$ cat src/rtl/fscc_pkg.sv
package fscc_pkg;

  // fixed field widths
  localparam int IN_W     = 11;
  localparam int SUM_W    = 32;
  localparam int NCOND_MX = 8;
  localparam int CODE_W   = 3;
  localparam int SLOT_W   = NCOND_MX * CODE_W;
  localparam int PAIR_W   = 2 * SLOT_W;
  localparam int NUM_PAIR = 4;
  localparam int DATA_W   = 64;
  localparam int ADDR_W   = 6;
  localparam int IDX_W    = 3;
  localparam int CNT_W    = 4;
  localparam int MASK_W   = 8;

  // condition codes
  localparam logic [CODE_W-1:0] CODE_ABSENT = 3'd0;
  localparam logic [CODE_W-1:0] CODE_NEGATE = 3'd1;

  // register map, one 64-bit slot per register
  typedef enum logic [IDX_W-1:0] {
    REG_PAIR_0     = 3'd0,
    REG_PAIR_1     = 3'd1,
    REG_PAIR_2     = 3'd2,
    REG_PAIR_3     = 3'd3,
    REG_FUZZY_MASK = 3'd4,
    REG_IMP_COUNT  = 3'd5,
    REG_CONS_THR   = 3'd6,
    REG_COV_THR    = 3'd7
  } reg_idx_t;

  typedef logic [IN_W-1:0] raw_t;
  typedef logic [PAIR_W-1:0] pair_t;

  // per-stage control
  typedef struct packed {
    logic valid;
    logic last;
  } fscc_ctl_t;

  // sums handed from the accumulator to the check stage
  typedef struct packed {
    logic [SUM_W-1:0] x;
    logic [SUM_W-1:0] xy;
    logic [SUM_W-1:0] y;
  } fscc_totals_t;

endpackage

$ cat src/rtl/fscc_accum.sv
module fscc_accum #(
  parameter int FRAC_BITS = 10
) (
  input  logic                   clk,
  input  logic                   rst_n,
  input  fscc_pkg::fscc_ctl_t    in_ctl,
  input  logic [FRAC_BITS:0]     x,
  input  logic [FRAC_BITS:0]     xy,
  input  logic [FRAC_BITS:0]     y,
  input  logic                   down_ready,
  output logic                   up_ready,
  output logic                   tot_valid,
  output fscc_pkg::fscc_totals_t totals
);
  import fscc_pkg::*;

  logic [SUM_W-1:0] acc_x_r, acc_xy_r, acc_y_r;
  logic [SUM_W-1:0] sum_x, sum_xy, sum_y;
  fscc_totals_t     totals_r;
  logic             tot_valid_r;
  logic             tot_valid_nxt;
  logic             take;

  function automatic logic [SUM_W-1:0] sat_add(input logic [SUM_W-1:0] a,
                                                input logic [SUM_W-1:0] b);
    logic [SUM_W:0] s;
    s = {1'b0, a} + {1'b0, b};
    return s[SUM_W] ? '1 : s[SUM_W-1:0];
  endfunction

  assign sum_x  = sat_add(acc_x_r, SUM_W'(x));
  assign sum_xy = sat_add(acc_xy_r, SUM_W'(xy));
  assign sum_y  = sat_add(acc_y_r, SUM_W'(y));

  // plain rows never wait; a last row needs the totals slot
  assign up_ready = !tot_valid_r || down_ready || !in_ctl.last;
  assign take     = in_ctl.valid && up_ready;

  always_comb begin
    if (take && in_ctl.last) begin
      tot_valid_nxt = 1'b1;
    end else if (down_ready) begin
      tot_valid_nxt = 1'b0;
    end else begin
      tot_valid_nxt = tot_valid_r;
    end
  end

  // running sums, cleared after the last row of a set
  always_ff @(posedge clk) begin
    if (!rst_n) begin
      acc_x_r     <= '0;
      acc_xy_r    <= '0;
      acc_y_r     <= '0;
      tot_valid_r <= 1'b0;
    end else begin
      tot_valid_r <= tot_valid_nxt;
      if (take) begin
        if (in_ctl.last) begin
          acc_x_r  <= '0;
          acc_xy_r <= '0;
          acc_y_r  <= '0;
        end else begin
          acc_x_r  <= sum_x;
          acc_xy_r <= sum_xy;
          acc_y_r  <= sum_y;
        end
      end
    end
  end

  always_ff @(posedge clk) begin
    if (take && in_ctl.last) begin
      totals_r.x  <= sum_x;
      totals_r.xy <= sum_xy;
      totals_r.y  <= sum_y;
    end
  end

  assign tot_valid = tot_valid_r;
  assign totals    = totals_r;

endmodule

$ cat config.mk
export PLATFORM = sky130hd
export DESIGN_NAME = fscc_accum
export DESIGN_NICKNAME = d
export VERILOG_FILES = /design/src/rtl/fscc_pkg.sv /design/src/rtl/fscc_accum.sv
export SDC_FILE = /design/constraint.sdc
export NUM_CORES = 1
export LEC_CHECK = 0
export BUFFER_PORTS_ARGS = -buffer_cell sky130_fd_sc_hd__buf_2
export CAP_MARGIN = 10
export CORE_ASPECT_RATIO = 0.5
export CORE_UTILIZATION = 53
export DETAILED_ROUTE_END_ITERATION = 8
export HOLD_SLACK_MARGIN = 0.08
export PLACE_DENSITY = 0.76
export SYNTH_ARGS = -nofsm -noshare
export SYNTH_HDL_FRONTEND = slang
export SYNTH_SLANG_ARGS = --single-unit
$ cat constraint.sdc
create_clock -name clk -period 3.4 [get_ports clk]
set_input_delay 0.34 -clock clk [delete_from_list [all_inputs] [get_ports clk]]
set_output_delay 0.34 -clock clk [all_outputs]
set_load 0.03 [all_outputs]
Yosys cells after proc, flatten, opt, wreduce, memory -nomap -nowiden
Index checks and enable logic that the tools add are counted.
{"block": "totals", "output_inout_bits": 98, "input_bits": 38, "word_cells": 25, "reg_bits": 193}
{"block": "classes", "reduce_logical": 7, "add_sub_neg": 3, "mux": 8}
{"op": "two-way mux 32 bit", "count": 6}
{"op": "adder 32 x 11 -> 33 bit", "count": 3}
{"op": "logical AND 1 bit", "count": 2}
{"op": "zero test 1 bit", "count": 2}
{"op": "logical OR 1 bit", "count": 2}
{"op": "two-way mux 1 bit", "count": 2}
{"op": "nonzero test 2 bit", "count": 1}

Logic depth before layout (Yosys ltp)
{"block": "depth", "depth_word": 6, "mapped_depth": 10, "ltp_nobuf": 8}

Worst setup path after synthesis
No wires, ideal clock.
{"block": "synth_timing", "path_kind": "input to register", "start": "in in_ctl[0] in the netlist's numbering", "end": "reg totals_r (netlist bit totals[0]), enable pin", "required_time_ns": 2.934, "t_arrival_ns": 2.897, "setup_slack_ns": 0.037, "path_stages": 2, "path_buffers": 1, "path_cell_list": "clkbuf_1 -> and3_1"}
{"block": "synth_between", "elab_chain_len": 4}
{"element": "from (decl)", "line": "fscc_accum.sv:6", "rtl": "input fscc_pkg::fscc_ctl_t in_ctl,"}
{"element": "zero test 1 bit", "line": "fscc_accum.sv:36", "rtl": "assign up_ready = !tot_valid_r || down_ready || !in_ctl.last;"}
{"element": "logical OR 1 bit", "line": "fscc_accum.sv:36"}
{"element": "logical AND 1 bit", "line": "fscc_accum.sv:37", "rtl": "assign take = in_ctl.valid && up_ready;"}
{"element": "logical AND 1 bit *", "line": "fscc_accum.sv:73", "rtl": "if (take && in_ctl.last) begin"}
{"element": "to (decl)", "line": "fscc_accum.sv:19", "rtl": "fscc_totals_t totals_r;"}
Mark *: on every way between the ends. The rest lies on a longest branch, timed or not.
A chain may end at the register's enable or synchronous reset.

Worst setup path in the final report
{"block": "layout_timing", "start": "reg acc_xy_r[0]", "end": "reg acc_xy_r[6]"}
{"block": "layout_between", "elab_chain_len": 3}
{"element": "from (decl)", "line": "fscc_accum.sv:17", "rtl": "logic [SUM_W-1:0] acc_x_r, acc_xy_r, acc_y_r;"}
{"element": "from (signal assigned)", "line": "fscc_accum.sv:65", "rtl": "acc_xy_r <= sum_xy;"}
{"element": "adder 32 x 11 -> 33 bit", "line": "fscc_accum.sv:27", "rtl": "s = {1'b0, a} + {1'b0, b};"}
{"element": "two-way mux 32 bit", "line": "fscc_accum.sv:28", "rtl": "return s[SUM_W] ? '1 : s[SUM_W-1:0];"}
{"element": "via sum_xy[6]", "line": "fscc_accum.sv:18", "rtl": "logic [SUM_W-1:0] sum_x, sum_xy, sum_y;"}
{"element": "two-way mux 32 bit", "line": "fscc_accum.sv:59", "rtl": "if (in_ctl.last) begin"}
The timed path passes the listed nets, and every way through them passes these cells.

==> results.ini <==
[clock_network]
cts_resized = 0
path_clk_slew_ps = 70
postCtsSetupBuffers = 0
cts_hold_buf = 0
clock-sinks = 193
clkLatencyLatePin_ps = 450
cts-root-buf = clkbuf_16
cts_tree = done
cts_made_buffers = 17
ctsLongestPathBuffers = 2
h-tree-depth = 4

[timing]
skew_ps = 10.6
relSlewSlack_pct = 50.4
worst_slack_ps = 564
post-route-period-util_pct = 83.4
rsz0062_at_grt = false
hold_viol_final = 0
max_clock_freq_mhz = 353
tightestPinTransition_ps = 745
period_needed_ps = 2840
setup_viol = 0
setup_tns_ps = 0
slew_violations = 0

[final_layout]
multi_input_area_sq_um = 5420
fillerInstances = 1619
nets = 1293
regArea_sq_um = 4820
layout_common_cells = nand2_1 (146), buf_2 (135), dfxtp_1 (97)
final_common_cell = nand2_1
antennaDiodeCount = 0
drive_gt1_share_pct = 20.0
area_growth_syn_to_layout_pct = 14.2

[setup_path]
reg2reg_depth = 9
critPathLaunchType = register
worstPathArrival_ps = 3180
crit_required_ps = 3740
crit_path_end_kind = register
cp_max_fo = 17
regToRegSetupSlack_ps = 560
worstSetupPathType = reg -> reg

[run]
cap_violations = 0

[placement]
hpwl_mm = 18.3
place_congestion = 0.928
place_ws_ps = 454
io_buffers = 135

[floorplanning]
die_area_sq_um = 20700
die_h_microns = 102
core_area_sq_um = 19500
die_w_microns = 202
io_pins = 136
initial_core_util_pct = 54.5
fp-row-count = 36

[routing]
finalWirelength_mm = 26.2
vias_per_cell = 5.96
drt-initial-drc-count = 650
ant_nets = 0
num_vias = 8922
drc = 0
wire_per_inst_microns = 17.5
drt-pass1-iter-count = 5

[yosys]
synth_edf_count = 96
synth-seq-area-share_pct = 45.3
syn-cell-area_sq_um = 10600
yosys_most_used_dff = dfxtp_1
ys.warnings.count = 0
synthTopCellsByArea = edfxtp_1 (27%), dfxtp_1 (18%), nand2_1 (5.1%)
netlist.top_cell.by_area = edfxtp_1
synthArstFlopShare_pct = 0
postSynthAreaPerCell_sq_um = 9.66
syn_inst = 1102
syn_nets = 1176
ys_seq_elements = 193
synth_cell_type_count = 89
netlist.area_leader.share_pct = 27.1

[power_and_ir_drop]
vdd_drop_max_uv = 202
p_per_area_nw_per_um2 = 437
p_leak_nw = 4.73

[status]
outcome = complete, no violations

[grt]
grt_pass1_wl_mm = 42.7
grt_max_degree = 39
grt_pass1_vias = 8396
grtUsageTotal_pct = 26.1
grt_overflow = 0
antenna_found_initial = 1

[worst_hold_path]
hold_path_depth = 3
hold_class = in -> reg

power breakdown:
part           switching, mW  internal [mW]  total [mW]
registers             0.0318           2.53        2.56
logic                  0.453          0.220       0.673
clock network          0.963           1.11        2.07
sequential cells by signal, indices dropped and copies added (netlist names):
signal / flops
tot_valid: 1
acc_y_r: 32
acc_x_r: 32
acc_xy_r: 32
totals: 96
cells in the mapped netlist (6+ instances only):
cell type  number
buf_4           8
o21bai_1        6
nor3_1         20
a21o_1         13
nor2_1         64
o21ai_0        46
buf_2          17
and3_1         23
edfxtp_1       96
nand2b_1       10
clkbuf_1       33
and4_1         11
nand2_1       146
a211oi_2        6
a21boi_1        8
a311oi_1        7
o2bb2ai_1      17
a21oi_1        96
a31oi_1        12
ha_1           33
dfxtp_1        97
nand3_1        27
xor2_1         13
xnor2_1        49
inv_1          30
a211o_1         7
o21a_1          8
a22o_1         21
a211oi_1       19
mux2i_1         6
o21ai_1        21
nand4_1        17
cells by family after synthesis:
kind of cell             after synthesis  synth area share, %
XOR/XNOR                              62                 5.10
flip-flops                           193                 45.3
AO/OA/AOI/OAI                        345                 22.9
multiplexers                          12                 1.20
buffers and inverters                 91                 3.83
AND/OR/NAND/NOR                      363                 17.2
adder cells (fa/ha/maj)               36                 4.44
final timing paths:
| check | startpoint | end |
|---|---|---|
| setup / recovery | acc_xy_r[0]$_SDFFE_PN0P_ | acc_xy_r[6]$_SDFFE_PN0P_ |
| hold / removal | down_ready | tot_valid$_SDFFE_PN0P_ |
| setup reg to reg | acc_xy_r[0]$_SDFFE_PN0P_ | acc_xy_r[6]$_SDFFE_PN0P_ |
| hold reg to reg | acc_xy_r[2]$_SDFFE_PN0P_ | acc_xy_r[2]$_SDFFE_PN0P_ |
worst max-delay path, cell delays in order, from the launching register on:
cell      delay [ps]
dfxtp_1          320
ha_1             210
fa_1             430
a211oi_1         340
o21a_1           230
nand2b_4         300
a2111o_1         290
buf_4            290
o21ai_2          100
a22o_1           200
layout make-up:
class                   count  share of cell area (%)
clock inverters            15                    1.44
flip-flops and latches    193                    39.7
clock buffers              17                    3.50
inverters                  30                   0.926
well taps                 266                    2.74
multi-input cells         818                    44.6
repair buffers            159                    7.14
layer usage:
layer	routed length, microns	up-vias	GRT usage (%)	part of all wire, %
met5	12	-	0	0.046
met4	405	2	8.56	1.5
met3	1500	36	4.97	5.7
met2	12100	272	42.9	46
met1	12200	4292	35.1	46
li1	-	4320	-	-
metrics by stage:
stage | area, sq um | power [mW] | hold WS, ps | instances | utilization, %
2_1_floorplan | 10600 | 3.09 | 429 | 1102 | -
3_5_place_dp | 11600 | 3.28 | 452 | 1466 | 59.1
6_report | 12200 | 5.31 | 212 | 1498 | 62.2
4_1_cts | 12200 | 5.34 | 195 | 1498 | 62.2
3_3_place_gp | 11600 | 3.27 | 441 | 1466 | 59.1
5_1_grt | 12200 | 5.50 | 201 | 1498 | 62.2
No activity file was read; power rests on OpenSTA's default activity.
