`src/rtl/fscc_pkg.sv`:
```
package fscc_pkg;

  // fixed field widths
  localparam int IN_W     = 11;
  localparam int SUM_W    = 32;
  localparam int NCOND_MX = 8;
  localparam int CODE_W   = 3;
  localparam int SLOT_W   = NCOND_MX * CODE_W;
  localparam int PAIR_W   = 2 * SLOT_W;
  localparam int NUM_PAIR = 4;
  localparam int DATA_W   = 64;
  localparam int ADDR_W   = 6;
  localparam int IDX_W    = 3;
  localparam int CNT_W    = 4;
  localparam int MASK_W   = 8;

  // condition codes
  localparam logic [CODE_W-1:0] CODE_ABSENT = 3'd0;
  localparam logic [CODE_W-1:0] CODE_NEGATE = 3'd1;

  // register map, one 64-bit slot per register
  typedef enum logic [IDX_W-1:0] {
    REG_PAIR_0     = 3'd0,
    REG_PAIR_1     = 3'd1,
    REG_PAIR_2     = 3'd2,
    REG_PAIR_3     = 3'd3,
    REG_FUZZY_MASK = 3'd4,
    REG_IMP_COUNT  = 3'd5,
    REG_CONS_THR   = 3'd6,
    REG_COV_THR    = 3'd7
  } reg_idx_t;

  typedef logic [IN_W-1:0] raw_t;
  typedef logic [PAIR_W-1:0] pair_t;

  // per-stage control
  typedef struct packed {
    logic valid;
    logic last;
  } fscc_ctl_t;

  // sums handed from the accumulator to the check stage
  typedef struct packed {
    logic [SUM_W-1:0] x;
    logic [SUM_W-1:0] xy;
    logic [SUM_W-1:0] y;
  } fscc_totals_t;

endpackage

```
`src/rtl/fscc_lane.sv`:
```
module fscc_lane #(
  parameter int NUM_CONDITIONS = 8,
  parameter int FRAC_BITS      = 10
) (
  input  logic                                                   clk,
  input  logic                                                   load,
  input  logic                                                   en,
  input  logic [fscc_pkg::SLOT_W-1:0]                            slot,
  input  logic [fscc_pkg::MASK_W-1:0]                            fuzzy_mask,
  input  logic [fscc_pkg::NCOND_MX-1:0][fscc_pkg::IN_W-1:0]      cond,
  output logic [FRAC_BITS:0]                                     memb
);
  import fscc_pkg::*;

  localparam int MW = FRAC_BITS + 1;
  localparam int CW = (MW > IN_W) ? MW : IN_W;
  localparam logic [CW-1:0] ONE_C = CW'(1) << FRAC_BITS;

  logic [MW-1:0] memb_r;
  logic [MW-1:0] memb_nxt;

  // min over the present conditions of this implicant
  always_comb begin
    logic [CODE_W-1:0] code;
    logic [CW-1:0]     raw;
    logic [CW-1:0]     v;
    logic [MW-1:0]     t;
    logic [MW-1:0]     m;
    m = MW'(ONE_C);
    for (int c = 0; c < NUM_CONDITIONS; c++) begin
      code = slot[c*CODE_W +: CODE_W];
      raw  = CW'(cond[c]);
      v    = (raw > ONE_C) ? ONE_C : raw;
      if (fuzzy_mask[c]) begin
        t = (code == CODE_NEGATE) ? MW'(ONE_C - v) : MW'(v);
      end else begin
        t = (raw == CW'(code - CODE_W'(1))) ? MW'(ONE_C) : '0;
      end
      if (code != CODE_ABSENT && t < m) begin
        m = t;
      end
    end
    // an unused implicant never wins the max
    memb_nxt = en ? m : '0;
  end

  always_ff @(posedge clk) begin
    if (load) begin
      memb_r <= memb_nxt;
    end
  end

  assign memb = memb_r;

endmodule

```
`config.mk`:
```
export PLATFORM = sky130hd
export DESIGN_NAME = fscc_lane
export DESIGN_NICKNAME = d
export VERILOG_FILES = /design/src/rtl/fscc_pkg.sv /design/src/rtl/fscc_lane.sv
export SDC_FILE = /design/constraint.sdc
export NUM_CORES = 1
export LEC_CHECK = 0
export ABC_AREA = 0
export BUFFER_PORTS_ARGS = -buffer_cell sky130_fd_sc_hd__buf_2
export CORE_UTILIZATION = 35
export CTS_BUF_LIST = sky130_fd_sc_hd__clkbuf_8 sky130_fd_sc_hd__clkbuf_16
export DETAILED_ROUTE_END_ITERATION = 8
export SLEW_MARGIN = 10
export SYNTH_ARGS = -nofsm -noshare
export SYNTH_HDL_FRONTEND = slang
export SYNTH_SLANG_ARGS = --single-unit
```
`constraint.sdc`:
```
create_clock -name clk -period 30.4 [get_ports clk]
set_input_delay 6.08 -clock clk [delete_from_list [all_inputs] [get_ports clk]]
set_output_delay 6.08 -clock clk [all_outputs]
set_load 0.02 [all_outputs]
```
# ---- Word level (Yosys, flattened, before mapping)
# Cells that the tools add are included.
dict set report classes {
  n_reduce_logical 16
  addsub 16
  eq_ne 16
  n_mux 40
  order_cmp 16
}
# operator count
set op_table {}
lappend op_table {{11-bit 2-to-1 mux} 40}
lappend op_table {{11-bit == test} 8}
lappend op_table {{11-bit greater-than comparator, second input constant} 8}
lappend op_table {{11-bit subtractor, first input constant} 8}
lappend op_table {{11-bit < comparator} 7}
lappend op_table {{3-bit by 1-bit subtractor with 4-bit output, second input constant} 8}
lappend op_table {{3-bit by 1-bit == test with 1-bit output, second input constant} 8}
lappend op_table {{3-bit nonzero test} 8}
lappend op_table {{11-bit < comparator, second input constant} 1}
lappend op_table {{1-bit logical AND} 8}
dict set report totals {
  reg_bits 11
}

# ---- Longest topological paths before layout
dict set report depth {
  depth_word 29
  ltp_mapped 74
  depth_no_buf 66
}

# ---- Worst setup path after synthesis
# No wires, ideal clock.
dict set report synth_path {
  kind {input to register}
  startpoint {in cond[10] (netlist bit)}
  endpoint {reg memb_r[3] (netlist: memb[3]) (data pin)}
  t_arrival_ps 19425
  setup_ps 276
  required_time_ps 30124
  cell_stages 68
  slack_ps 10699
  path_buffers 8
  path_cell_list {buf_2 > clkbuf_1 > nand2b_1 > ha_1 > nand3b_1 > a21o_1 > or2_2 > nor3_1 > inv_1 > ha_1 > nand4_1 > a211oi_1 > o22ai_4 > nand2_4 > mux2_2 > ha_1 > a21o_1 > a221oi_1 > [32 not listed] > ha_1 > a211oi_1 > o21ai_0 > a21oi_1 > o2111ai_1 > and2_1 > buf_2 > mux2i_1 > ha_1 > a21o_1 > a21o_1 > a21oi_1 > o211ai_1 > a21oi_1 > o21ai_1 > buf_2 > nand3_1 > o221ai_1}
}
dict set report synth_between {
  elab_chain_cells 29
  elab_cells_between_ends 31
  classes_between {1 x add/sub; 9 x order compare; 1 x eq/ne; 12 x mux; 8 x reduce/logical}
}
# item line
set synth_rtl {}
lappend synth_rtl {{from (decl)} fscc_lane.sv:10} ;# input logic [fscc_pkg::NCOND_MX-1:0][fscc_pkg::IN_W-1:0] cond,
lappend synth_rtl {{11-bit greater-than comparator} fscc_lane.sv:33} ;# v = (raw > ONE_C) ? ONE_C : raw;
lappend synth_rtl {{11-bit 2-to-1 mux} fscc_lane.sv:33}
lappend synth_rtl {{11-bit subtractor} fscc_lane.sv:35} ;# t = (code == CODE_NEGATE) ? MW'(ONE_C - v) : MW'(v);
lappend synth_rtl {{11-bit 2-to-1 mux} fscc_lane.sv:35}
lappend synth_rtl {{11-bit 2-to-1 mux *} fscc_lane.sv:34} ;# if (fuzzy_mask[c]) begin
lappend synth_rtl {{11-bit < comparator} fscc_lane.sv:39} ;# if (code != CODE_ABSENT && t < m) begin
lappend synth_rtl {{1-bit logical AND} fscc_lane.sv:39}
lappend synth_rtl {{11-bit 2-to-1 mux *} fscc_lane.sv:39}
lappend synth_rtl {{[13 not listed]} -}
lappend synth_rtl {{1-bit logical AND} fscc_lane.sv:39}
lappend synth_rtl {{11-bit 2-to-1 mux *} fscc_lane.sv:39}
lappend synth_rtl {{11-bit < comparator} fscc_lane.sv:39}
lappend synth_rtl {{1-bit logical AND} fscc_lane.sv:39}
lappend synth_rtl {{11-bit 2-to-1 mux *} fscc_lane.sv:39}
lappend synth_rtl {{11-bit < comparator} fscc_lane.sv:39}
lappend synth_rtl {{1-bit logical AND} fscc_lane.sv:39}
lappend synth_rtl {{11-bit 2-to-1 mux *} fscc_lane.sv:39}
lappend synth_rtl {{to (signal assigned)} fscc_lane.sv:49} ;# memb_r <= memb_nxt;
lappend synth_rtl {{to (decl)} fscc_lane.sv:19} ;# logic [MW-1:0] memb_r;
# Mark *: on every way between the ends. The rest lies on a longest branch, timed or not.
# A chain may end at the register's enable or synchronous reset.

# ---- Worst setup path after layout
dict set report layout_path {
  startpoint {in cond[10] (netlist bit)}
  endpoint {reg memb_r[5] (netlist: memb[5]) (data pin)}
}
# The elaborated chain is that of the path after synthesis.

==> metrics.md <==
| Metric | Value |
|---|---|
| Outcome | finished, final reports clean |
| Syn avg cell area | 6.92 um2 |
| Area leader, netlist | ha_1 |
| Top post-synthesis cells by area | ha_1 17%, o21ai_0 5.7%, nand2_1 5.2% |
| Setup TNS | 0 ns |
| HP Class | in -> reg |
| Post-synth top cells | 102 x ha_1, 102 x nand2_1, 84 x o21ai_0 |
| Initial antenna violation count | 0 |
| FP Rows | 52 |
| Max layer used | met4 |
| Post-CTS Hold Fix Bufs | 0 |
| RSZ-0062 raised after global routing | false |
| Pwr Density | 37.4 nW/um2 |
| Minimum clock period | 22.42 ns |
| Post-CTS Resized | 0 |
| Peak supply drop | 0.0000152 V |
| Mapped cell area | 7350 um2 |
| Hold Violations, Final | 0 |
| CP Class | in -> reg |
| Vias in the first global route | 7587 |
| Slew HR | 0.357 |
| Largest net degree at the start of global routing | 22 |
| Die W | 147 um |
| Share of layout cells above drive strength 1 | 0.156 |
| Startpoint types | input port |
| Post-synth ARST share | 0 |
| CP bufs+invs | 5 |
| Sink of the worst hold path | memb[6]$_SDFFCE_PN0P_ |
| Multi-input logic area | 6610 um2 |
| Clock sink count | 11 |
| # diodes | 0 |
| Placer Congestion | 0.936 |
| CTS Root Cell | clkbuf_16 |
| CTS tree | yes |
| Final ANT Viol Nets | 0 |
| Residual DRC | 0 |
| Largest stage delay, worst path | 0.73 ns |
| CP Depth | 62 |
| Avg WL per Cell | 15.5 um |
| Num CTS Buffers | 3 |
| Place WS | 8.16 ns |
| H-Tree Depth | 1 |
| Initial DRC Count | 551 |
| Slew Limit Fails | 0 |
| Total Die Area | 21600 um2 |
| Setup bufs post-CTS | 0 |
| Synth Net Count | 1287 |
| Critical Path End Type | flop |
| Worst Hold Slack | 6.22 ns |
| #FFs+latches synth | 11 |
| Final worst setup slack | 7.98 ns |
| Kind of cell adding the most delay to the critical path | compound AO/OA/AOI/OAI gates |
| Crit path max fanout | 18 |
| Die Height | 147 um |
| First-pass GRT wire length | 36600 um |
| WL met3 | 1150 um |
| CORE AREA | 20400 um2 |
| I/O pin cnt | 134 |
| Max_cap viols | 0 |
| Total length of routed wires | 22200 um |
| Yosys warning count | 0 |
| Via-to-Cell Ratio | 5.80 |
| Cells after synthesis | 1062 |
| Final cycle utilization of the critical path | 0.737 |
| Pleak | 3.49 nW |
| Area share of the largest cell type after synthesis | 0.174 |
| Register area share after synthesis | 0.0450 |
| Synth Flop Type | edfxtp_1 |
| Fmax | 0.0446 GHz |
| Hold path start | load |
| Hold Crit Depth | 1 |
| Starting density of the core | 0.360 |
| Slowest cell on crit path | nor2_1 |
| DR pass1 iterations | 5 |
| Clk buf depth | 2 |
| Unique cell type count in the Yosys netlist | 85 |
| Fill count | 2197 |
| Routed via count | 8323 |
| Sequential Area | 330 um2 |
| Area Growth Syn to Fin | 12.8% |
| Max reg flops | 11 |
| GRT Resource Usage Total | 0.200 |
| Crit path DAT | 22.47 ns |
| Slew @ Worst Pin | 0.961 ns |
| Clock transition at path regs | 0.04 ns |
| EDFF count, synth | 11 |
| Crit-path most repeated cell | ha_1 |
| Final setup fails | 0 |
| Final Net Count | 1391 |
| Met2 wire length | 10100 um |
| CP Data Required Time | 30.46 ns |
| DP HPWL | 18900 um |
| Port buffer count | 133 |
| M1 wire length | 10600 um |
| Total grt overflow | 0 |
[cells in the final DEF, fill, tap and decap left out, types with 11 or more instances in the layout]
cell type	instances
nand2_1	102
xnor2_1	22
and2_1	25
ha_1	102
a211oi_1	13
or2_2	16
nand3_1	28
nor4_1	14
nor2b_1	18
or3_1	13
edfxtp_1	11
inv_1	69
a21o_1	19
o21ai_0	84
nand2b_1	22
buf_2	133
nor2_1	77
a21oi_1	59
nand4_1	35
o211ai_1	12
mux2i_1	14
o31ai_1	19
nor3_1	32
xor2_1	40
o21a_1	25
[final cells by class]
cell class,instances,area share
clock buffers,3,0.00906
clock inverters,1,0.000453
inverters,69,0.0313
multi-input cells,947,0.797
flip-flops and latches,11,0.0399
well taps,270,0.0408
repair buffers,134,0.0812
[power breakdown]
| part | total [mW] | switching (mW) | internal (mW) |
|---|---|---|---|
| sequential | 0.0224 | 0.000975 | 0.0214 |
| combinational | 0.264 | 0.166 | 0.0977 |
| clock | 0.0230 | 0.00577 | 0.0172 |
[per-stage QoR]
| stage | utilization | cell area [um2] | std cells | total power, mW |
|---|---|---|---|---|
| 2_1_floorplan | - | 7350 | 1062 | 0.215 |
| 3_3_place_gp | 0.402 | 8210 | 1431 | 0.280 |
| 3_5_place_dp | 0.402 | 8210 | 1431 | 0.281 |
| 4_1_cts | 0.406 | 8290 | 1435 | 0.305 |
| 5_1_grt | 0.406 | 8290 | 1435 | 0.338 |
| 6_report | 0.406 | 8290 | 1435 | 0.309 |
[kinds of logic (layout without fill, tap and decap cells)]
logic type               count (synthesis)  in the layout  synth area share
AND/OR/NAND/NOR                        425            425             0.301
XOR/XNOR                                62             62            0.0739
flip-flops                              11             11            0.0450
adder cells (fa/ha/maj)                102            102             0.174
multiplexers                            22             22            0.0322
buffers and inverters                  104            207            0.0559
AO/OA/AOI/OAI                          336            336             0.319
[layer usage]
layer,up-vias,GRT usage
li1,4209,-
met1,3810,0.280
met2,283,0.339
met3,21,0.00839
met4,0,0.0453
met5,-,0
[worst max-delay path by stage]
stage	from	end	slack [ns]
final	cond[10]	memb[5]$_SDFFCE_PN0P_	7.98
after floorplan	cond[10]	memb[3]$_SDFFCE_PN0P_	10.70
after global placement	cond[10]	memb[3]$_SDFFCE_PN0P_	8.75
after global routing	cond[10]	memb[3]$_SDFFCE_PN0P_	6.92
after detailed placement	cond[10]	memb[5]$_SDFFCE_PN0P_	8.16
after CTS	cond[10]	memb[5]$_SDFFCE_PN0P_	8.33
Note: power is estimated with default switching activity, not from simulation.
