--- src/rtl/fscc_pkg.sv ---
package fscc_pkg;

  // fixed field widths
  localparam int IN_W     = 11;
  localparam int SUM_W    = 32;
  localparam int NCOND_MX = 8;
  localparam int CODE_W   = 3;
  localparam int SLOT_W   = NCOND_MX * CODE_W;
  localparam int PAIR_W   = 2 * SLOT_W;
  localparam int NUM_PAIR = 4;
  localparam int DATA_W   = 64;
  localparam int ADDR_W   = 6;
  localparam int IDX_W    = 3;
  localparam int CNT_W    = 4;
  localparam int MASK_W   = 8;

  // condition codes
  localparam logic [CODE_W-1:0] CODE_ABSENT = 3'd0;
  localparam logic [CODE_W-1:0] CODE_NEGATE = 3'd1;

  // register map, one 64-bit slot per register
  typedef enum logic [IDX_W-1:0] {
    REG_PAIR_0     = 3'd0,
    REG_PAIR_1     = 3'd1,
    REG_PAIR_2     = 3'd2,
    REG_PAIR_3     = 3'd3,
    REG_FUZZY_MASK = 3'd4,
    REG_IMP_COUNT  = 3'd5,
    REG_CONS_THR   = 3'd6,
    REG_COV_THR    = 3'd7
  } reg_idx_t;

  typedef logic [IN_W-1:0] raw_t;
  typedef logic [PAIR_W-1:0] pair_t;

  // per-stage control
  typedef struct packed {
    logic valid;
    logic last;
  } fscc_ctl_t;

  // sums handed from the accumulator to the check stage
  typedef struct packed {
    logic [SUM_W-1:0] x;
    logic [SUM_W-1:0] xy;
    logic [SUM_W-1:0] y;
  } fscc_totals_t;

endpackage

--- src/rtl/fscc_if.sv ---


// result channel
interface fscc_out_if;
  logic                           valid;
  logic                           ready;
  logic                           solution_ok;
  logic                           consistency_ok;
  logic                           coverage_ok;
  logic [fscc_pkg::SUM_W-1:0]     total_x;
  logic [fscc_pkg::SUM_W-1:0]     total_xy;
  logic [fscc_pkg::SUM_W-1:0]     total_y;

  modport source (
    output valid, solution_ok, consistency_ok, coverage_ok, total_x, total_xy, total_y,
    input  ready
  );
  modport sink (
    input  valid, solution_ok, consistency_ok, coverage_ok, total_x, total_xy, total_y,
    output ready
  );
endinterface

--- src/rtl/fscc_check.sv ---
module fscc_check #(
  parameter int FRAC_BITS = 10
) (
  input  logic                   clk,
  input  logic                   rst_n,
  input  logic                   tot_valid,
  input  fscc_pkg::fscc_totals_t totals,
  input  fscc_pkg::raw_t         cons_thr,
  input  fscc_pkg::raw_t         cov_thr,
  output logic                   up_ready,
  fscc_out_if.source             out_ch
);
  import fscc_pkg::*;

  localparam int MW = FRAC_BITS + 1;
  localparam int PW = SUM_W + ((MW > IN_W) ? MW : IN_W);

  // product stage
  logic             prod_valid_r;
  logic [PW-1:0]    lhs_r, cons_r, cov_r;
  fscc_totals_t     prod_tot_r;
  logic [PW-1:0]    lhs_nxt, cons_nxt, cov_nxt;

  // result register
  logic             res_valid_r;
  logic             cons_ok_r, cov_ok_r;
  fscc_totals_t     res_tot_r;
  logic             cons_ok_nxt, cov_ok_nxt;
  logic             res_ready;

  assign lhs_nxt  = PW'(totals.xy) << FRAC_BITS;
  assign cons_nxt = PW'(cons_thr) * PW'(totals.x);
  assign cov_nxt  = PW'(cov_thr) * PW'(totals.y);

  assign res_ready = !res_valid_r || out_ch.ready;
  assign up_ready  = !prod_valid_r || res_ready;

  always_ff @(posedge clk) begin
    if (!rst_n) begin
      prod_valid_r <= 1'b0;
    end else if (up_ready) begin
      prod_valid_r <= tot_valid;
    end
  end

  always_ff @(posedge clk) begin
    if (up_ready && tot_valid) begin
      lhs_r      <= lhs_nxt;
      cons_r     <= cons_nxt;
      cov_r      <= cov_nxt;
      prod_tot_r <= totals;
    end
  end

  // exact ratio compares, a zero denominator fails
  assign cons_ok_nxt = (prod_tot_r.x != '0) && (lhs_r >= cons_r);
  assign cov_ok_nxt  = (prod_tot_r.y != '0) && (lhs_r >= cov_r);

  always_ff @(posedge clk) begin
    if (!rst_n) begin
      res_valid_r <= 1'b0;
    end else if (res_ready) begin
      res_valid_r <= prod_valid_r;
    end
  end

  always_ff @(posedge clk) begin
    if (res_ready && prod_valid_r) begin
      cons_ok_r <= cons_ok_nxt;
      cov_ok_r  <= cov_ok_nxt;
      res_tot_r <= prod_tot_r;
    end
  end

  assign out_ch.valid          = res_valid_r;
  assign out_ch.solution_ok    = cons_ok_r && cov_ok_r;
  assign out_ch.consistency_ok = cons_ok_r;
  assign out_ch.coverage_ok    = cov_ok_r;
  assign out_ch.total_x        = res_tot_r.x;
  assign out_ch.total_xy       = res_tot_r.xy;
  assign out_ch.total_y        = res_tot_r.y;

endmodule

--- src/flat_wrapper.sv ---
// flat-port wrapper written by rule: the top's interface ports become plain ports
module fscc_check_flat import fscc_pkg::*;
#(
  parameter int FRAC_BITS = 10
)
  (clk, rst_n, tot_valid, totals, cons_thr, cov_thr, up_ready, out_ch_valid, out_ch_solution_ok, out_ch_consistency_ok, out_ch_coverage_ok, out_ch_total_x, out_ch_total_xy, out_ch_total_y, out_ch_ready);
  fscc_out_if out_ch_i ();
  input  logic clk;
  input  logic rst_n;
  input  logic tot_valid;
  input  fscc_pkg::fscc_totals_t totals;
  input  fscc_pkg::raw_t cons_thr;
  input  fscc_pkg::raw_t cov_thr;
  output logic up_ready;
  output wire logic [$bits(out_ch_i.valid)-1:0] out_ch_valid;
  output wire logic [$bits(out_ch_i.solution_ok)-1:0] out_ch_solution_ok;
  output wire logic [$bits(out_ch_i.consistency_ok)-1:0] out_ch_consistency_ok;
  output wire logic [$bits(out_ch_i.coverage_ok)-1:0] out_ch_coverage_ok;
  output wire logic [$bits(out_ch_i.total_x)-1:0] out_ch_total_x;
  output wire logic [$bits(out_ch_i.total_xy)-1:0] out_ch_total_xy;
  output wire logic [$bits(out_ch_i.total_y)-1:0] out_ch_total_y;
  input wire logic [$bits(out_ch_i.ready)-1:0] out_ch_ready;
  assign out_ch_valid = out_ch_i.valid;
  assign out_ch_solution_ok = out_ch_i.solution_ok;
  assign out_ch_consistency_ok = out_ch_i.consistency_ok;
  assign out_ch_coverage_ok = out_ch_i.coverage_ok;
  assign out_ch_total_x = out_ch_i.total_x;
  assign out_ch_total_xy = out_ch_i.total_xy;
  assign out_ch_total_y = out_ch_i.total_y;
  assign out_ch_i.ready = out_ch_ready;
  fscc_check #(.FRAC_BITS(FRAC_BITS)) u_core (.clk(clk), .rst_n(rst_n), .tot_valid(tot_valid), .totals(totals), .cons_thr(cons_thr), .cov_thr(cov_thr), .up_ready(up_ready), .out_ch(out_ch_i));
endmodule
--- config.mk ---
export PLATFORM = sky130hd
export DESIGN_NAME = fscc_check_flat
export DESIGN_NICKNAME = d
export VERILOG_FILES = /design/src/rtl/fscc_pkg.sv /design/src/rtl/fscc_if.sv /design/src/rtl/fscc_check.sv /design/src/flat_wrapper.sv
export SDC_FILE = /design/constraint.sdc
export NUM_CORES = 2
export LEC_CHECK = 0
export BUFFER_PORTS_ARGS = -buffer_cell sky130_fd_sc_hd__buf_4
export CAP_MARGIN = 40
export CORE_AREA = 4 4 248 250
export CTS_CLUSTER_DIAMETER = 150
export DETAILED_ROUTE_END_ITERATION = 12
export DIE_AREA = 0 0 252 254
export PLACE_DENSITY = 0.73
export REMOVE_ABC_BUFFERS = 1
export SLEW_MARGIN = 20
export SYNTH_ARGS = -nofsm -noshare
export SYNTH_HDL_FRONTEND = slang
export SYNTH_SLANG_ARGS = --single-unit
--- constraint.sdc ---
create_clock -name clk -period 9.6 [get_ports clk]
set_input_delay 0.96 -clock clk [delete_from_list [all_inputs] [get_ports clk]]
set_output_delay 0.96 -clock clk [all_outputs]
set_load 0.02 [all_outputs]
Yosys cells after proc, flatten, opt, wreduce, memory -nomap -nowiden
Cells that the tools add are included.
Widths: inputs -> output; s select.
{ "word_totals": {"ff_bits": 282, "in_bits": 122, "output_inout_bits": 101, "elab_cells": 27} }
{ "classes": {"multipliers": 2, "n_lt_le_gt_ge": 2, "n_reduce_logical": 11} }
{ "op_table": {"columns": ["op", "n"], "rows": [
  ["$ge 42x43->1", 2],
  ["$mul 11x32->43", 2],
  ["$reduce_bool 32->1", 2],
  ["$logic_and 1x1->1", 5],
  ["$logic_not 1->1", 2],
  ["$logic_or 1x1->1", 2]
]} }

Depth between registers and ports, before layout
{ "logic_depth": {"depth_word": 4, "ltp_mapped": 22, "mapped_depth_nobuf": 20} }

Worst setup path after synthesis
No wires, ideal clock.
{ "synth_path": {"path_type": "input to register", "from": "input port cons_thr[5]", "to": "register u_core.cons_r[35], data pin", "setup_ns": 0.265, "arrival_time_ns": 5.750, "path_slack_ns": 3.586, "stages": 20, "n_path_buf": 2, "cell_sequence": "clkbuf_1 -> nand2_1 -> fa_1 -> inv_1 -> fa_1 -> fa_1 -> fa_1 -> inv_1 -> fa_1 -> inv_1 -> ha_1 -> buf_2 -> nand3_2 -> nor4_2 -> o2111ai_2 -> a31oi_4 -> a31oi_4 -> o31ai_4 -> a31oi_1 -> xnor2_1"} }
{ "synth_via": {"elab_chain_len": 1} }
{ "synth_lines": {"columns": ["item", "line", "rtl"], "rows": [
  ["start, declared", "flat_wrapper.sv:12", "input fscc_pkg::raw_t cons_thr;"],
  ["$mul 11x32->43", "fscc_check.sv:32", "assign cons_nxt = PW'(cons_thr) * PW'(totals.x);"],
  ["named net u_core.cons_nxt[35]", "fscc_check.sv:22", "logic [PW-1:0] lhs_nxt, cons_nxt, cov_nxt;"],
  ["end signal, assigned", "fscc_check.sv:49", "cons_r <= cons_nxt;"],
  ["end, declared", "fscc_check.sv:20", "logic [PW-1:0] lhs_r, cons_r, cov_r;"]
]} }
The timed path passes the listed nets, and every way through them passes these cells.
A chain may end at the register's enable or synchronous reset.

Worst setup path in the final report
{ "layout_path": {"from": "input port cons_thr[5]", "to": "register u_core.cons_r[37], data pin"} }
The elaborated chain is that of the path after synthesis.

==> impl_metrics.json <==
{
  "status": "completed",
  "grt_pass1_vias": 25200,
  "gp_congestion": 0.872,
  "dp_hpwl_mm": 57.9,
  "synthFlopType": "edfxtp_1",
  "placement_rows": 89,
  "overflow": 0,
  "fmax_mhz": 164,
  "die_area_sq_um": 64000,
  "tightest_slew_ns": 0.754,
  "grt_max_degree": 71,
  "cp_max_fo": 32,
  "r2r_start": "u_core.prod_tot_r[42]",
  "synth_area_sq_um": 32400,
  "synth_seq_area_share_pct": 26.1,
  "drt_iter0_markers": 1458,
  "cts_setup_buffers": 0,
  "wl_per_cell_microns": 19.0,
  "numPortBuffers": 222,
  "die_y_microns": 254,
  "setup_viol": 0,
  "clkTransAtPathRegs_ns": 0.06,
  "cts_sinks": 282,
  "slew_violations": 0,
  "dr.pass1.iters": 5,
  "p_leak_uw": 0.0167,
  "hold_end": "u_core.out_ch.total_x[30]",
  "fin_hold_ws_ns": 0.445,
  "synth_top_area_share_pct": 33.3,
  "synth_edf_count": 280,
  "vias_per_cell": 5.64,
  "rsz0062_at_grt": "false",
  "maxCapViolCount": 0,
  "die_w_microns": 252,
  "hold-path-cell-count": 0,
  "finalCriticalPeriod_ns": 6.10,
  "ys_seq_elements": 282,
  "critPathArrivalTime_ns": 6.40,
  "finalHoldViolations": 0,
  "setup.worst_path.end_class": "register",
  "grt_usage_pct": 24.6,
  "power_density_nw_per_um2": 366,
  "final.setup.tns_ns": 0,
  "start_kind": "primary input",
  "start_util_pct": 54.8,
  "synth.distinct_cells": 77,
  "synth_commonest_cells": "578 x inv_1, 538 x fa_1, 449 x nand2_1",
  "dpl.cell_count": 3964,
  "htreeDepth": 2,
  "areaGrowthSynthToFinish_pct": 10.3,
  "synth_area_leader_cell": "fa_1",
  "yosysMostFrequentCell": "inv_1",
  "syn-instance-count": 3126,
  "cts_tree": "built",
  "min_period_over_period_pct": 63.5,
  "hold_buffers": 0,
  "clkLatencyLatePin_ns": 0.55,
  "postCtsResizedCells": 0,
  "ant_nets": 0,
  "drc": 0,
  "reg2reg_depth": 9,
  "clock-skew-final_ns": 0.0159,
  "ioPinCount": 223,
  "root_buffer": "clkbuf_16",
  "final_cells": 4027,
  "hp-start": "u_core.prod_tot_r[94]",
  "cts_made_buffers": 35,
  "r2r_end": "u_core.out_ch.consistency_ok",
  "critPathKind": "primary input to register",
  "vias": 22700,
  "grt_pass1_wl_mm": 126,
  "rrSetupSlack_ns": 6.71,
  "yosysWarnings": 0,
  "vdd_drop_max_mv": 0.394,
  "synthArstFlopShare_pct": 0,
  "grt_antenna_before_repair": 1,
  "hp-class": "register to register",
  "avgSynthCellArea_sq_um": 10.3,
  "slew_headroom_pct": 49.3,
  "synth.area.top_cells": "fa_1 33%, edfxtp_1 26%, ha_1 8.7%, inv_1 6.7%, and2_1 5.9%",
  "clock_path_buffers": 3,
  "required_ns": 9.90,
  "nets": 4115,
  "drive_gt1_share_pct": 9.50,
  "core-area_sq_um": 59000,
  "wl_mm": 76.6,
  "fin_util_pct": 60.5
}
[cells in the final DEF, fill, tap and decap left out, drive strengths merged, types with 10 or more instances in the layout]
| cell type | instances |
|---|---|
| a21o | 67 |
| and3 | 10 |
| nor3 | 16 |
| nor2 | 42 |
| nand2 | 449 |
| fa | 538 |
| and2 | 308 |
| o21ai | 45 |
| nand4 | 35 |
| xor2 | 32 |
| a21oi | 98 |
| edfxtp | 280 |
| clkbuf | 39 |
| nor4 | 22 |
| a31oi | 15 |
| nor2b | 18 |
| nand3 | 29 |
| inv | 581 |
| o21a | 15 |
| ha | 226 |
| buf | 229 |
| clkinv | 11 |
| xnor2 | 37 |
[worst max-delay path, cell delays in order]
cell and delay (ns):
buf_4 0.34, nand2_1 0.16, fa_1 0.56, inv_1 0.06, fa_1 0.55, fa_1 0.43
fa_1 0.49, inv_1 0.05, fa_1 0.47, inv_1 0.04, ha_1 0.40, nand3_2 0.15
nor4_2 0.33, o2111ai_2 0.26, a31oi_1 0.29, a21oi_1 0.10, a21oi_1 0.40, a21oi_1 0.16
xnor2_1 0.15
[where the power goes]
group          internal, uW  switching, uW  total (uW)
clock                   840            543        1380
combinational          3880           5700        9580
sequential             2030           73.5        2110
[per-layer routing]
metal  global-route usage [%]  vias up  share of wire [%]
met5                        0        -              0.017
met2                     41.5      830                 49
li1                         -    10000                  -
met4                     8.28        2                3.4
met3                     4.26      174                6.6
met1                     32.7    11700                 41
[how the worst max path moves through the flow]
stage / from / endpoint
2_1_floorplan: out_ch_ready / u_core.cons_r[0]
3_3_place_gp: cons_thr[5] / u_core.cons_r[34]
3_5_place_dp: cons_thr[5] / u_core.cons_r[37]
4_1_cts: cons_thr[5] / u_core.cons_r[37]
5_1_grt: cons_thr[5] / u_core.cons_r[41]
6_report: cons_thr[5] / u_core.cons_r[37]
[cell families after synthesis]
group           synth area share, %
simple gates                   14.8
fa+ha+maj                      42.0
buf+inv                        8.65
compound gates                 6.52
flops                          26.1
xor+xnor                       1.87
mux                          0.0619
[final cells by class]
cell class / count / area [sq um]
fillers: 4804 / 23300
diodes: 2 / 5.00
flip-flops and latches: 282 / 8450
clock buffers: 39 / 933
multi-input cells: 2103 / 21100
clock inverters: 21 / 262
inverters: 578 / 2170
repair buffers: 229 / 1780
well taps: 773 / 967
[sequential cells by signal, summed over array words and instances, names as in the netlist]
| signal | cells |
|---|---|
| u_core.prod_valid_r | 1 |
| u_core.cons_r | 43 |
| u_core.out_ch.valid | 1 |
| u_core.out_ch.total_xy | 32 |
| u_core.cov_r | 43 |
| u_core.out_ch.total_y | 32 |
| u_core.out_ch.coverage_ok | 1 |
| u_core.prod_tot_r | 96 |
| u_core.out_ch.consistency_ok | 1 |
| u_core.out_ch.total_x | 32 |
[through the flow]
| stage | power, uW | setup WS (ns) | cell area [sq um] |
|---|---|---|---|
| 5_1_grt | 14300 | 3.27 | 35700 |
| 6_report | 13100 | 3.50 | 35700 |
| 3_3_place_gp | 11400 | 3.15 | 34400 |
| 3_5_place_dp | 11600 | 3.04 | 34500 |
| 2_1_floorplan | 9380 | 3.63 | 31700 |
| 4_1_cts | 13100 | 3.62 | 35700 |
(Power assumes the default switching activity.)
