==> config.mk <==
export PLATFORM = sky130hd
export DESIGN_NAME = fscc_merge
export DESIGN_NICKNAME = d
export VERILOG_FILES = /design/src/rtl/fscc_pkg.sv /design/src/rtl/fscc_merge.sv
export SDC_FILE = /design/constraint.sdc
export NUM_CORES = 1
export LEC_CHECK = 0
export ABC_AREA = 1
export BUFFER_PORTS_ARGS = -buffer_cell sky130_fd_sc_hd__buf_2
export CORE_MARGIN = 4
export CORE_UTILIZATION = 45
export CTS_CLUSTER_SIZE = 25
export DETAILED_ROUTE_END_ITERATION = 10
export PLACE_DENSITY = 0.75
export SLEW_MARGIN = 20
export SYNTH_ARGS = -nofsm -noshare
export SYNTH_HDL_FRONTEND = slang
export SYNTH_SLANG_ARGS = --single-unit
==> constraint.sdc <==
create_clock -name clk -period 13.5 [get_ports clk]
set_input_delay 2.7 -clock clk [delete_from_list [all_inputs] [get_ports clk]]
set_output_delay 2.7 -clock clk [all_outputs]
set_load 0.05 [all_outputs]
==> src/rtl/fscc_pkg.sv <==
package fscc_pkg;

  // fixed field widths
  localparam int IN_W     = 11;
  localparam int SUM_W    = 32;
  localparam int NCOND_MX = 8;
  localparam int CODE_W   = 3;
  localparam int SLOT_W   = NCOND_MX * CODE_W;
  localparam int PAIR_W   = 2 * SLOT_W;
  localparam int NUM_PAIR = 4;
  localparam int DATA_W   = 64;
  localparam int ADDR_W   = 6;
  localparam int IDX_W    = 3;
  localparam int CNT_W    = 4;
  localparam int MASK_W   = 8;

  // condition codes
  localparam logic [CODE_W-1:0] CODE_ABSENT = 3'd0;
  localparam logic [CODE_W-1:0] CODE_NEGATE = 3'd1;

  // register map, one 64-bit slot per register
  typedef enum logic [IDX_W-1:0] {
    REG_PAIR_0     = 3'd0,
    REG_PAIR_1     = 3'd1,
    REG_PAIR_2     = 3'd2,
    REG_PAIR_3     = 3'd3,
    REG_FUZZY_MASK = 3'd4,
    REG_IMP_COUNT  = 3'd5,
    REG_CONS_THR   = 3'd6,
    REG_COV_THR    = 3'd7
  } reg_idx_t;

  typedef logic [IN_W-1:0] raw_t;
  typedef logic [PAIR_W-1:0] pair_t;

  // per-stage control
  typedef struct packed {
    logic valid;
    logic last;
  } fscc_ctl_t;

  // sums handed from the accumulator to the check stage
  typedef struct packed {
    logic [SUM_W-1:0] x;
    logic [SUM_W-1:0] xy;
    logic [SUM_W-1:0] y;
  } fscc_totals_t;

endpackage

==> src/rtl/fscc_merge.sv <==
module fscc_merge #(
  parameter int MAX_IMPLICANTS = 8,
  parameter int FRAC_BITS      = 10
) (
  input  logic                                        clk,
  input  logic                                        rst_n,
  input  fscc_pkg::fscc_ctl_t                         in_ctl,
  input  logic [MAX_IMPLICANTS-1:0][FRAC_BITS:0]      memb,
  input  fscc_pkg::raw_t                              outcome,
  input  logic                                        down_ready,
  output logic                                        up_ready,
  output fscc_pkg::fscc_ctl_t                         out_ctl,
  output logic [FRAC_BITS:0]                          x,
  output logic [FRAC_BITS:0]                          xy,
  output logic [FRAC_BITS:0]                          y
);
  import fscc_pkg::*;

  localparam int MW = FRAC_BITS + 1;
  localparam int CW = (MW > IN_W) ? MW : IN_W;
  localparam logic [CW-1:0] ONE_C = CW'(1) << FRAC_BITS;

  fscc_ctl_t     ctl_r;
  logic [MW-1:0] x_r, xy_r, y_r;
  logic [MW-1:0] x_nxt, xy_nxt, y_nxt;
  logic [CW-1:0] y_raw;

  // solution membership: max over the lanes
  always_comb begin
    x_nxt = '0;
    for (int i = 0; i < MAX_IMPLICANTS; i++) begin
      if (memb[i] > x_nxt) begin
        x_nxt = memb[i];
      end
    end
  end

  // clamped outcome and the overlap term
  assign y_raw  = CW'(outcome);
  assign y_nxt  = (y_raw > ONE_C) ? MW'(ONE_C) : MW'(y_raw);
  assign xy_nxt = (x_nxt < y_nxt) ? x_nxt : y_nxt;

  assign up_ready = !ctl_r.valid || down_ready;

  always_ff @(posedge clk) begin
    if (!rst_n) begin
      ctl_r <= '0;
    end else if (up_ready) begin
      ctl_r <= in_ctl;
    end
  end

  always_ff @(posedge clk) begin
    if (up_ready && in_ctl.valid) begin
      x_r  <= x_nxt;
      xy_r <= xy_nxt;
      y_r  <= y_nxt;
    end
  end

  assign out_ctl = ctl_r;
  assign x       = x_r;
  assign xy      = xy_r;
  assign y       = y_r;

endmodule

---- After elaboration in Yosys (flattened, before gate mapping) ----
Cells that the tools add are included.
word-level totals
  register bits after elaboration ......... 35
  input bits .............................. 104
  logic and storage cells ................. 28
operators by class
  $lt $le $gt $ge ......................... 10
  mux-type cells .......................... 10
  reduce and logical (&&, ||, !) cells .... 3
operators by type and width
  operator              count
  $mux 11               10
  $gt 11x11->1          7
  $gt 11x1->1 const B   1
  $gt 11x11->1 const B  1
  $lt 11x11->1          1
  $logic_and 1x1->1     1
  $logic_not 1->1       1
  $logic_or 1x1->1      1

---- Depth between registers and ports, before layout ----
Gate-level depths: netlist of the first run.
  depth in word-level cells ............... 18
  gate-level depth with buffers ........... 88
  depth with buffers taken out ............ 80

---- Least setup slack after synthesis of the first run ----
OpenSTA, ideal clock, no wires.
  kind .................................... input to register
  from .................................... input port memb[10] (netlist name)
  to ...................................... register xy_r[0], in the netlist xy[0], data pin
  data arrival time ....................... 13.929 ns
  slack ................................... -0.560 ns
  stages on the path ...................... 78
  cell sequence ........................... inv_1 -> ha_1 -> nand2_1 -> inv_2 -> nand2_1 -> nor2_2 -> nand2_1 -> nand3_2 -> nand2_4 -> buf_6 -> nand2_1 -> o21ai_1 -> ha_1 -> nand2_1 -> nor2_1 -> nand3_1 -> nand3_1 -> nand2_2 -> (+42 left out) -> nand3_1 -> a21oi_1 -> a211oi_1 -> inv_1 -> nand2_1 -> clkinv_1 -> clkbuf_1 -> nand2_1 -> o21ai_1 -> ha_1 -> nand2_1 -> inv_1 -> o21bai_1 -> a21oi_1 -> a2111oi_0 -> clkbuf_1 -> nand3_1 -> nand2_1
between the ends
  longest elaborated chain between the ends .. 18
RTL lines
  what                    line              RTL
  start: declaration      fscc_merge.sv:8   input logic [MAX_IMPLICANTS-1:0][FRAC_BITS:0] memb,
  $gt 11x1->1             fscc_merge.sv:32  if (memb[i] > x_nxt) begin
  $mux 11 *               fscc_merge.sv:32
  $gt 11x11->1            fscc_merge.sv:32
  $mux 11 *               fscc_merge.sv:32
  $gt 11x11->1            fscc_merge.sv:32
  $mux 11 *               fscc_merge.sv:32
  $gt 11x11->1            fscc_merge.sv:32
  $mux 11 *               fscc_merge.sv:32
  (+4 left out)           n/a
  $gt 11x11->1            fscc_merge.sv:32
  $mux 11 *               fscc_merge.sv:32
  $gt 11x11->1            fscc_merge.sv:32
  $mux 11 *               fscc_merge.sv:32
  net x_nxt[4]            fscc_merge.sv:25  logic [MW-1:0] x_nxt, xy_nxt, y_nxt;
  $lt 11x11->1 *          fscc_merge.sv:41  assign xy_nxt = (x_nxt < y_nxt) ? x_nxt : y_nxt;
  $mux 11 *               fscc_merge.sv:41
  net xy_nxt[0]           fscc_merge.sv:25
  end signal: assignment  fscc_merge.sv:56  xy_r <= xy_nxt;
  end: declaration        fscc_merge.sv:24  logic [MW-1:0] x_r, xy_r, y_r;
The timed path passes the listed nets; every way through them passes the cells marked *.
A chain may end at the register's enable or synchronous reset.

---- Worst setup path in the final report of the first run ----
  from .................................... input port memb[6] (netlist name)
  to ...................................... register xy_r[0], in the netlist xy[0], data pin
Same word-level chain as after synthesis.

==> impl_results.md, run 1 <==
- Slowest stage delay, CP: 0.46 ns
- DR vias: 5035
- Pint: 0.000800 W
- YS warnings: 0
- Number of max-cap violations: 0
- Flop pwr share: 12.0%
- Yosys reg bits: 35
- Layout cells sized above 1: 46.5%
- Critical path's slowest cell: or3b_4
- Logic pwr share: 83.9%
- Worst min-delay path category: flip-flop to flip-flop
- Clock skew: 0.00873 ns
- Wirelength per Cell: 16.4 um
- First-pass GRT wire length: 19100 um
- Initial antenna violation count: 0
- Core area: 9240 um^2
- Sum of routed wire length over all layers: 14800 um
- GRT Overall Usage: 20.6%
- # nets final: 966
- Chip height: 105 um
- Design Area, Final: 6470 um^2
- Crit path max fanout: 8
- Sequential area share after synthesis: 24.2%
- Die area: 11100 um^2
- Congestion Overflow GR: 0
- Crit path capture type: flip-flop
- Final ANT Viol Nets: 0
- Vias in the first global route: 4298
- Initial Util: 46.1%
- Post-Syn Area per Cell: 7.34 um^2
- Buffer and inverter count on the worst path: 11
- Distinct cells, synth: 38
- CP dominant cell by count: nand2_2
- Synth Flop Type: edfxtp_1
- CTS tree: built
- Family with the most delay on the worst path: simple AND/OR/NAND/NOR gates
- First-pass detailed-route iteration total: 5
- Post-route minimum period: 13.38 ns
- Switching Fraction: 52.1%
- Root Buffer: clkbuf_8
- Worst VDD drop: 0.110 mV
- CTS clock-pin slew for the worst setup and hold paths: 0.06 ns
- Status: finished, final reports clean
- Area grow syn2layout: 51.7%
- CP required: 13.65 ns
- H-Tree Level Count: 2
- P per Cell Area: 258 nW/um^2
- I/O pins: 140
- Final Hold Vio Count: 0
- Leak: 3.18 nW
- Slew headroom: 66.8%
- Clock power share: 4.1%
- Die Wd: 105 um
- Ys async rst share: 0%
- Clock Sinks: 35
- Endpoints failing setup: 0
- Setup CP Type: input pin to flip-flop
- Final HPWL DP: 10400 um
- PortBufs: 139
- Fin crit share: 99.1%
- CTS max path bufs: 2
- Cells after Synth: 581
- Pins Over Slew Limit: 0
- Final Util: 70.0%
- Worst Tran Pin Value: 0.492 ns
- Antenna Cells: 0
- Largest net degree at the start of global routing: 34
- Later-pin clock latency in the skew report: 0.28 ns
- Post-Syn Area: 4260 um^2
- Achievable Freq: 0.0747 GHz
- Global placer's final weighted congestion: 0.963
- CTS Buf Count: 5
- Worst EP arrival: 13.53 ns
- Post-route DRC violation count: 0
- Post-Place Cell Area: 5240 um^2
- Syn_nets: 771
- Post-synth EDFFs: 33
- Vias/cell: 5.56
- Initial DRC Count: 253
- CP startpoint kind: input pin
- Row Count: 35
- Switch Pwr: 0.000870 W
[cell usage in the layout, fill, tap and decap left out, types with 25 or more instances in the layout]
cell type / Yosys / final
a21oi_1: 38 / 25
buf_2: 1 / 139
buf_4: 1 / 40
edfxtp_1: 33 / 33
ha_1: 86 / 69
inv_1: 61 / 52
nand2_1: 164 / 130
nand2_2: 8 / 36
o21ai_1: 43 / 29
o21ai_2: 3 / 33
[cells by family (layout without fill, tap and decap cells)]
kind of cell,after synthesis,after routing,share of synthesized area [%]
adder cells (fa/ha/maj),86,86,25.2
flip-flops,35,35,24.2
AND/OR/NAND/NOR,260,266,27.7
buffers and inverters,75,265,7.25
AO/OA/AOI/OAI,125,125,15.7
[power groups by stage]
stage / Combinational, W / Clock (W) / Sequential, W
final: 0.00140 / 0.0000690 / 0.000201
after global routing: 0.00151 / 0.0000761 / 0.000204
after CTS: 0.00104 / 0.0000711 / 0.000201
after detailed placement: 0.000991 / 0 / 0.000203
after global placement: 0.000961 / 0 / 0.000203
after floorplan: 0.000576 / 0 / 0.000339
[final timing paths]
path | depth (start not counted) | slack [ns] | end | startpoint
max | 81 | 0.12 | xy[0] | memb[6]
max reg2reg | 4 | 12.26 | y[5] | out_ctl[1]
min reg2reg | 2 | 0.49 | out_ctl[0] | out_ctl[0]
min | 2 | 0.49 | out_ctl[0] | out_ctl[0]
[tightest hold or removal path, stage by stage, from the launching register on]
cell and delay [ns]:
dfxtp_1 0.33, nor2_1 0.05, nor2_1 0.08
[cells in the mapped netlist (2+ instances only)]
cell,instances,area (um^2)
nand3_2,5,50.1
edfxtp_1,33,991
nand3b_1,2,15.0
clkbuf_1,6,22.5
a211oi_1,3,22.5
nand2_4,4,45.0
ha_1,86,1080
nand2_1,164,616
nand4_1,8,50.1
o2111ai_1,2,17.5
a21oi_1,38,190
nand3_1,28,140
nand2_2,8,50.1
buf_6,3,33.8
nor3_1,3,15.0
o21a_1,3,22.5
o21ai_2,3,26.3
nor2_1,27,101
nor4_1,2,12.5
o21ai_0,30,150
dfxtp_1,2,40.0
o21ai_1,43,215
and2_1,3,18.8
inv_1,61,229
[sequential cells by signal (all words and copies together), names as in the netlist]
name     count
y           11
x           11
xy          11
out_ctl      2
[timing repair]
item	CTS	global route
cloned	1	7
endpoints found under the hold margin	0	0
resized for setup	16	183
endpoints found under the setup margin	11	11
hold buffers	0	0
buffers inserted	6	23
pin swaps	6	76
[final cells by class]
type / count / area [um^2]
clock buffers: 6 / 72.6
clock inverters: 2 / 7.51
fillers: 657 / 2770
inverters: 63 / 241
multi-input cells: 477 / 3740
flip-flops and latches: 35 / 1030
well taps: 129 / 161
repair buffers: 194 / 1210
[per-layer routing]
metal / vias to the layer above / GRT usage (%) / part of all wire (%)
met5: - / 0 / 0
li1: 2416 / - / -
met1: 2299 / 26.0 / 41
met4: 0 / 5.53 / 3.4
met3: 49 / 2.33 / 6.9
met2: 271 / 36.8 / 49
[per-stage QoR]
stage                     hold WS (ns)  worst slack (ns)  cells  setup TNS, ns  total power (W)
final                            0.495             0.116    906              0          0.00167
after global routing             0.535            -0.420    906          -4.46          0.00179
after CTS                        0.495            0.0525    876              0          0.00131
after detailed placement         0.480            -0.516    861          -5.48          0.00119
after global placement           0.461           -0.0549    861         -0.355          0.00116
after floorplan                  0.706            0.0149    581              0         0.000916
Note: power is estimated with default switching activity, not from simulation.
==> run 2: changes to the inputs <==
--- a/config.mk
+++ b/config.mk
@@ -7,7 +7,6 @@
 export LEC_CHECK = 0
 export ABC_AREA = 1
 export BUFFER_PORTS_ARGS = -buffer_cell sky130_fd_sc_hd__buf_2
-export CORE_MARGIN = 4
 export CORE_UTILIZATION = 45
 export CTS_CLUSTER_SIZE = 25
 export DETAILED_ROUTE_END_ITERATION = 10
==> constraint.sdc (replaced) <==
create_clock -name clk -period 10.71 [get_ports clk]
set_input_delay 2.142 -clock clk [delete_from_list [all_inputs] [get_ports clk]]
set_output_delay 2.142 -clock clk [all_outputs]
set_load 0.05 [all_outputs]
==> run 2 against run 1 <==
  * The flow now finishes with violations (DRC, setup timing)
  * Sequential power rose by 30%
  * Final area rose by 31%
  * Count of clock-buffer cells in the layout fell by 1
  * Critical path depth did not move
  * Via count rose by 30%
  * Clock skew fell by 0.0063 ns
  * Sequential cell count did not move
  * Setup slack got worse by 3.2 ns
  * Register-to-register slack got worse by 2.8 ns
  * Routed wire length rose by 70%
  * Non-clock buffer count rose by 115
  * Die area fell by 11%
  * Critical endpoint is now xy[7]
==> impl_results.md, run 2 (same netlist as run 1, synthesis figures left out) <==
- Most frequent cells in the layout: buf_4 (146), buf_2 (126), nand2_1 (88)
- CTS clock-pin slew for the worst setup and hold paths: 0.07 ns
- Critical path's slowest cell: ha_1
- # nets final: 1087
- Worst Setup SP: memb[3]
- Congestion Overflow GR: 0
- Post-route DRC violation count: 1
- Initial DRC Count: 625
- Worst min-delay path category: flip-flop to flip-flop
- CTS max path bufs: 2
- First-pass detailed-route iteration total: 8
- Core area: 9200 um^2
- Final Hold Vio Count: 0
- Die area: 9870 um^2
- Initial Util: 46.4%
- Area grow syn2layout: 98.4%
- Wirelength per Cell: 25.0 um
- GRT Overall Usage: 36.0%
- Pins Over Slew Limit: 0
- Flop pwr share: 8.4%
- Largest net degree at the start of global routing: 34
- Fin crit share: 129%
- Vias/cell: 6.51
- CTS tree: built
- Slew headroom: 58.1%
- Failing checks: DRC, setup timing
- Clock Sinks: 35
- CP dominant cell by count: nand2_2
- R2R depth: 4
- Final ANT Viol Nets: 0
- Later-pin clock latency in the skew report: 0.30 ns
- PortBufs: 139
- Reg2Reg Setup Slack: 9.43 ns
- DR vias: 6568
- Achievable Freq: 0.0724 GHz
- Logic pwr share: 87.6%
- Number of max-cap violations: 0
- Vias in the first global route: 5995
- Place WS: -2.54 ns
- CTS Buf Count: 5
- CP startpoint kind: input pin
- Slowest stage delay, CP: 0.50 ns
- Worst VDD drop: 0.218 mV
- Crit path max fanout: 8
- Initial antenna violation count: 0
- Row Count: 35
- Worst Tran Pin Value: 0.628 ns
- CP required: 10.77 ns
- Chip height: 99.3 um
- Most common cell after layout, fill and taps aside: buf_4
- R2r endpoint: y[5]
- Die Wd: 99.3 um
- H-Tree Level Count: 2
- Setup CP Type: input pin to flip-flop
- Status: finished with violations
- Endpoints failing setup: 22
- Sum of routed wire length over all layers: 25200 um
- Crit path capture type: flip-flop
- Dpl cells: 937
- First-pass GRT wire length: 28000 um
- Layout cells sized above 1: 66.7%
- P per Cell Area: 366 nW/um^2
- Post-route minimum period: 13.81 ns
- Switch Pwr: 0.00163 W
- Reg2reg start: out_ctl[1]
- Pint: 0.00147 W
- Switching Fraction: 52.7%
- Crit path to: xy[7]
- Global placer's final weighted congestion: 0.951
- Post-Layout Cell Count: 1009
- Leak: 4.00 nW
- Clock power share: 3.9%
- Root Buffer: clkbuf_8
- Final HPWL DP: 11800 um
- Final WS setup: -3.10 ns
- Clock skew: 0.00244 ns
- Worst EP arrival: 13.87 ns
- WHS: 0.513 ns
- I/O pins: 140
- Antenna Cells: 0
- RSZ-0062 raised after global routing: true
==> run 2: cell types whose count changed in the layout (fill, tap and decap cells not counted), moves of 17 or more <==
cell	delta
buf_4	+106
nand2_1	-42
nand2_2	+25
ha_1	-22
ha_4	+22
buf_6	+21
o21ai_4	+17
==> run 2: final cells by class <==
type / count / area, um^2
clock buffers: 5 / 68.8
clock inverters: 3 / 43.8
fillers: 328 / 737
inverters: 63 / 262
multi-input cells: 483 / 4720
flip-flops and latches: 35 / 1030
well taps: 111 / 139
repair buffers: 309 / 2190
==> run 2: critical path, delay by kind of cell <==
kind            cells  cell delay [ns]
compound gates     17             2.15
buf+inv            16             1.94
simple gates       40             5.25
fa+ha+maj           8             2.34
==> run 2: worst min path at each step <==
stage | cells after the start | slack, ns | to | startpoint
2_1_floorplan | 2 | 0.71 | out_ctl[0] | out_ctl[0]
3_3_place_gp | 2 | 0.46 | out_ctl[0] | out_ctl[0]
3_5_place_dp | 2 | 0.47 | out_ctl[0] | out_ctl[0]
4_1_cts | 2 | 0.50 | out_ctl[0] | out_ctl[0]
5_1_grt | 2 | 0.54 | out_ctl[0] | out_ctl[0]
6_report | 2 | 0.51 | out_ctl[0] | out_ctl[0]
==> run 2: repair_timing <==
item                                    in CTS  in global routing
hold buffers                                 0                  0
buffers inserted                            20                 32
gates cloned                                11                  3
endpoints found under the setup margin      22                 22
gates resized for setup                    152                206
pin swaps                                   68                 93
==> run 2: power by group through the flow <==
stage	clock (W)	sequential (W)	combinational [W]
after floorplan	0	0.000428	0.000789
after CTS	0.000120	0.000258	0.00185
final	0.000121	0.000261	0.00271
after detailed placement	0	0.000260	0.00152
after global routing	0.000127	0.000263	0.00280
after global placement	0	0.000258	0.00146
==> run 2: layer usage <==
layer  part of all wire (%)  wire, um  GRT usage, %  up-vias
li1                       -         -             -     2659
met1                     32      7990          37.8     2977
met2                     47     11800          67.4      661
met3                     11      2820          5.83      271
met4                     10      2620          21.2        0
met5                      0         0             0        -
==> run 2: metrics by stage <==
step                      instance area, um^2  power, W  TNS [ns]  utilization (%)
final                                    8460   0.00310    -52.23             92.0
after global routing                     8460   0.00319    -58.88             92.0
after CTS                                7140   0.00223    -17.91             77.7
after detailed placement                 6100   0.00178    -41.38             66.3
after global placement                   6100   0.00172    -29.60             66.3
after floorplan                          4490   0.00122    -21.66                -
